<file path="config.mk">
export PLATFORM = sky130hd
export DESIGN_NAME = wms_ctrl
export DESIGN_NICKNAME = d
export VERILOG_FILES = /design/src/wms_pkg.sv /design/src/wms_ctrl.sv
export SDC_FILE = /design/constraint.sdc
export NUM_CORES = 1
export LEC_CHECK = 0
export ABC_AREA = 1
export BUFFER_PORTS_ARGS = -buffer_cell sky130_fd_sc_hd__buf_2
export CORE_AREA = 10 10 47 49
export CTS_CLUSTER_SIZE = 28
export DETAILED_ROUTE_END_ITERATION = 8
export DIE_AREA = 0 0 57 59
export PLACE_DENSITY = 0.3
export SLEW_MARGIN = 20
export SYNTH_ARGS = -nofsm -noshare
export SYNTH_HDL_FRONTEND = slang
export SYNTH_SLANG_ARGS = --single-unit
</file>
<file path="constraint.sdc">
create_clock -name clk_i -period 0.9 [get_ports clk_i]
set_input_delay 0.225 -clock clk_i [delete_from_list [all_inputs] [get_ports clk_i]]
set_output_delay 0.225 -clock clk_i [all_outputs]
set_load 0.005 [all_outputs]
</file>
<file path="src/wms_pkg.sv">
package wms_pkg;

  localparam int unsigned POS_W   = 24;
  localparam int unsigned HOVER_W = 16;
  localparam int unsigned HOLD_W  = 17;
  localparam int unsigned PASS_W  = 16;
  localparam int unsigned ENTRY_W = 3 * POS_W + HOVER_W;

  localparam logic [HOLD_W-1:0] HOLD_MAX = '1;
  localparam logic [PASS_W-1:0] PASS_MAX = '1;

  localparam logic [3:0] OP_TICK    = 4'd0;
  localparam logic [3:0] OP_APPEND  = 4'd1;
  localparam logic [3:0] OP_CLEAR   = 4'd2;
  localparam logic [3:0] OP_START   = 4'd3;
  localparam logic [3:0] OP_STOP    = 4'd4;
  localparam logic [3:0] OP_PAUSE   = 4'd5;
  localparam logic [3:0] OP_RESUME  = 4'd6;
  localparam logic [3:0] OP_ADVANCE = 4'd7;
  localparam logic [3:0] OP_GOTO    = 4'd8;
  localparam logic [3:0] OP_RESET   = 4'd9;

  localparam logic [2:0] ST_IDLE      = 3'd0;
  localparam logic [2:0] ST_READY     = 3'd1;
  localparam logic [2:0] ST_RUNNING   = 3'd2;
  localparam logic [2:0] ST_PAUSED    = 3'd3;
  localparam logic [2:0] ST_COMPLETED = 3'd4;

  localparam logic [1:0] MODE_ONCE     = 2'd0;
  localparam logic [1:0] MODE_LOOP     = 2'd1;
  localparam logic [1:0] MODE_PINGPONG = 2'd2;

  localparam logic [1:0] CFG_MODE      = 2'd0;
  localparam logic [1:0] CFG_LIMIT     = 2'd1;
  localparam logic [1:0] CFG_THRESHOLD = 2'd2;
  localparam logic [1:0] CFG_AUTO      = 2'd3;

  typedef struct packed {
    logic exec;
    logic capture;
    logic square;
    logic finish;
  } cmd_t;

  typedef struct packed {
    logic needs_table;
  } sts_t;

endpackage

</file>
<file path="src/wms_ctrl.sv">
module wms_ctrl (
  input  logic          clk_i,
  input  logic          rst_ni,
  input  logic          in_valid_i,
  output logic          in_stall_o,
  output logic          out_valid_o,
  input  logic          out_stall_i,
  input  wms_pkg::sts_t sts_i,
  output wms_pkg::cmd_t cmd_o
);
  import wms_pkg::*;

  localparam logic [1:0] S_IDLE   = 2'd0;
  localparam logic [1:0] S_SQUARE = 2'd1;
  localparam logic [1:0] S_FINISH = 2'd2;

  logic [1:0] state_q, state_d;
  logic       out_valid_q, out_valid_d;
  logic       acc;

  assign in_stall_o  = (state_q != S_IDLE) || out_valid_q;
  assign out_valid_o = out_valid_q;
  assign acc         = in_valid_i && !in_stall_o;

  always_comb begin
    state_d     = state_q;
    out_valid_d = out_valid_q && out_stall_i;
    cmd_o       = '0;
    case (state_q)
      S_IDLE: begin
        if (acc) begin
          if (sts_i.needs_table) begin
            cmd_o.capture = 1'b1;
            state_d       = S_SQUARE;
          end else begin
            cmd_o.exec  = 1'b1;
            out_valid_d = 1'b1;
          end
        end
      end
      S_SQUARE: begin
        cmd_o.square = 1'b1;
        state_d      = S_FINISH;
      end
      S_FINISH: begin
        cmd_o.finish = 1'b1;
        out_valid_d  = 1'b1;
        state_d      = S_IDLE;
      end
      default: begin
        state_d = S_IDLE;
      end
    endcase
  end

  always_ff @(posedge clk_i or negedge rst_ni) begin
    if (!rst_ni) begin
      state_q     <= S_IDLE;
      out_valid_q <= 1'b0;
    end else begin
      state_q     <= state_d;
      out_valid_q <= out_valid_d;
    end
  end

endmodule

</file>
=== After elaboration in Yosys (flattened, before gate mapping) ===
Cells that the tools add are included.
W data, S select, Z words.

* Divide/modulo/power cells: 0
* Bitwise gates (word level): 0
* Reduce and logical (&&, ||, !) cells: 7
* Equal/unequal tests: 4
* Shifts and indexed selects: 0
* Muxes and demuxes: 12
* Multiply operators: 0
* Magnitude comparators: 0
* Add/subtract/negate cells: 0

{| class="wikitable"
|+ Operators by type and width
! kind !! number
|-
| $mux W2 || 4
|-
| $mux W1 || 6
|-
| $ne A2 B2 Y1 const B || 2
|-
| $pmux W2 S2 || 1
|-
| $eq A2 B1 Y1 const B || 1
|-
| $eq A2 B2 Y1 const B || 1
|-
| $logic_and A1 B1 Y1 || 2
|-
| $logic_not A2 Y1 || 1
|-
| $pmux W1 S2 || 1
|-
| $reduce_and A2 Y1 || 1
|-
| $reduce_bool A2 Y1 || 1
|-
| $logic_not A1 Y1 || 1
|-
| $logic_or A1 B1 Y1 || 1
|}

* Word-level logic and storage cells: 25
* Register bits after elaboration: 3
* Memory bits (read-only): 0
* Input bits: 5
* Memories: 0
* Latch bits: 0
* Output and inout port bits: 6
* Bits in writable memories: 0

=== Logic depth before layout (Yosys ltp) ===
* Depth in word-level cells: 6
* Depth in mapped cells: 4
* Gate-level depth less buffers: 4

=== Worst setup path before layout ===
Ideal clock, no wire load.

* Path kind: reg-to-output
* From: register state_q[1]
* To: output port cmd_o[2] (netlist bit)
* Data required time: 0.675 ns
* Arrival: 0.725 ns
* Path slack: -0.050 ns
* Stages on the path, launching flop included: 4
* Path buffers: 0
* Path through: dfrtp_1 -> nor2_2 -> nand3_1 -> nor2_1

{| class="wikitable"
|+ RTL lines
! what !! line !! RTL
|-
| start, declared || wms_ctrl.sv:17 || <nowiki>logic [1:0] state_q, state_d;</nowiki>
|-
| start signal, assigned || wms_ctrl.sv:61 || <nowiki>state_q <= state_d;</nowiki>
|-
| end, declared || wms_ctrl.sv:9 || <nowiki>output wms_pkg::cmd_t cmd_o</nowiki>
|}

==> flow_summary_export.csv <==
group,metric,value,unit
status,violations,"setup timing",
clock_network,insertion_delay,0.23,ns
die,die-area,3360,sq um
yosys,ys_async_sr_fraction,100,%
placement,port_buffers,10,
final_layout,design_area,323,sq um
global_route,grt_start_max_net_pins,4,
clock_network,cts.sinks,3,
clock_network,cts_buffer_depth,2,
setup_path,crit_path_max_fanout,3,
yosys,synth-edff-count,0,
setup_path,reg2reg_depth,6,
min_path,hp-class,"input pin to register",
yosys,syn_nets,27,
placement,placed_cells,51,
die,die_y,59,um
yosys,ys_types,8,
detailed_routing,wl_met1,231,um
setup_path,critPathKind,"register to primary output",
min_path,hold_path_depth,3,
die,ioPinCount,11,
setup_path,required,0.67,ns
placement,gp_congestion,0.657,
final_layout,drive_gt1_share,56.1,%
detailed_routing,drt_iter0_drc,1,
clock_network,htree_levels,1,
clock_network,clk_pin_slew,0.03,ns
placement,placed_area,251,sq um
sta,setup_total_negative_slack,-1.96,ns
job,drv_cap,0,
yosys,syn_area_per_cell,7.22,sq um
yosys,synth_top_area_share,47.2,%
sta,relSlewSlack,90.9,%
setup_path,start_kind,"register",
yosys,synthCells,22,
setup_path,worstPathArrival,1.07,ns
die,placeableCoreArea,1400,sq um
global_route,gr-total-overflow,0,
yosys,synth_top_flop_cell,"dfrtp_1",
sta,hold_viol_final,0,
final_layout,layout.cells.non_filler,57,
die,row_count,14,
detailed_routing,first_pass_iters,2,
sta,tightest_slew,0.137,ns
yosys,synth_commonest_cells,"inv_1 (6), nor2_1 (5), dfrtp_1 (3), nand2_1 (3), nor2_2 (2)",
yosys,yosysMostFrequentCell,"inv_1",
power_and_ir_drop,max-vdd-ir-drop,0.588,mV
detailed_routing,route.met3.wl,48,um
sta,finalWorstSetupSlack,-0.391,ns
detailed_routing,vias,183,
yosys,yosys-top-cells-area,"dfrtp_1 (47%), inv_1 (14%), nor2_1 (12%), nor2_2 (7.9%), nand2_1 (7.1%)",
power_and_ir_drop,powerDensity,2060,nW/um^2
yosys,synth.yosys.seq_area_share,47.2,%
detailed_routing,wl_per_cell,8.51,um
final_layout,fin_nets,47,
clock_network,cts_buffers,3,
final_layout,post-route-util,23.0,%
yosys,yosys.area.top_type,"dfrtp_1",
detailed_routing,drc_errors,0,
final_layout,diodes,0,
power_and_ir_drop,power.leakage,0.000194,uW
detailed_routing,viasPerCell,3.21,
final_layout,syn2layout_area_growth,103,%
global_route,grt_pass1_vias,181,
die,die_x,57,um
sta,fin_crit_sh,143,%
sta,grt_setup_unrepaired,"true",
sta,max_freq,774,MHz
detailed_routing,wl_met2,205,um
placement,hpwl,404,um
detailed_routing,wl,485,um
yosys,synth-seq-cells,3,
die,start_util,11.3,%
sta,slew_violations,0,
setup_path,end_kind,"primary output",
detailed_routing,dr.max_layer_used,"met3",
global_route,antenna_found_initial,0,
clock_network,cts_tree,"done",
yosys,yosys_warnings,0,
detailed_routing,antenna_left,0,
status,outcome,"finished, violations left",
global_route,grt_pass1_wl,717,um
sta,setup_viol,7,
sta,min_period,1.29,ns
global_route,grt_usage,2.98,%
sta,skew,0.000373,ns
clock_network,cts-root-buf,"clkbuf_4",
yosys,synth_area,159,sq um
[layout make-up]
class                      count  area [sq um]
sequential                     3          75.1
clock buffer                   4          26.3
multi-input combinational     12          61.3
tap                           16          20.0
timing repair buffer          16           115
inverter                       6          25.0
fill                         168          1080
[cells by family after synthesis]
group,after synthesis,share of synthesized area [%]
AND/OR/NAND/NOR,12,33.9
buffers and inverters,7,18.9
flip-flops,3,47.2
[power breakdown]
group | internal [uW] | total (uW) | switching, uW
combinational | 146 | 258 | 112
clock | 166 | 228 | 62.8
sequential | 160 | 177 | 17.2
total | 471 | 663 | 192
[worst paths after layout]
path                                  from          end  slack, ns
worst min register to register  state_q[0]   state_q[0]       0.57
worst max register to register  state_q[1]  out_valid_o      -0.05
worst min-delay path                 sts_i   state_q[0]       0.26
worst max-delay path            state_q[0]     cmd_o[2]      -0.39
min in group asynchronous           rst_ni   state_q[0]       0.32
max in group asynchronous           rst_ni  out_valid_o       0.47
[layer usage]
layer / up-vias / track usage, %
li1: 101 / -
met1: 72 / 3.21
met2: 10 / 3.26
met3: 0 / 2.58
met4: 0 / 3.02
met5: - / 0
[metrics by stage]
step | power (uW) | hold slack [ns] | setup slack [ns]
after global placement | 375 | 0.0264 | -0.149
final | 663 | 0.261 | -0.391
after CTS | 661 | 0.252 | -0.424
after floorplan | 266 | -0.0706 | -0.0497
after global routing | 722 | 0.270 | -0.489
after detailed placement | 378 | 0.0292 | -0.175
[worst max-delay path, stage by stage, from the launching register on]
cell and delay (ns):
dfrtp_1 0.37, nor2_2 0.16, nand3_1 0.10, nor2_1 0.09, buf_2 0.11
[registers in the layout, indices dropped and copies added, names as in the netlist]
signal,cells
state_q,2
out_valid_o,1
[what timing repair did]
item	4_1_cts	5_1_grt
endpoints found under the hold margin	3	0
setup buffers	0	1
hold buffers	1	0
pin swaps	1	1
gates resized for setup	4	5
endpoints found under the setup margin	7	7
[cell usage in the layout, fill, tap and decap left out]
cell           instances
clkbuf_4               3
nor2_2                 2
inv_1                  4
buf_6                  4
buf_4                  2
buf_2                  9
dfrtp_1                3
nand3_1                1
nor2_1                 4
dlygate4sd3_1          1
clkbuf_1               1
inv_4                  1
inv_2                  1
nand2_1                3
nor2_4                 1
nand4_1                1
Power figures use the tool's default switching activity.
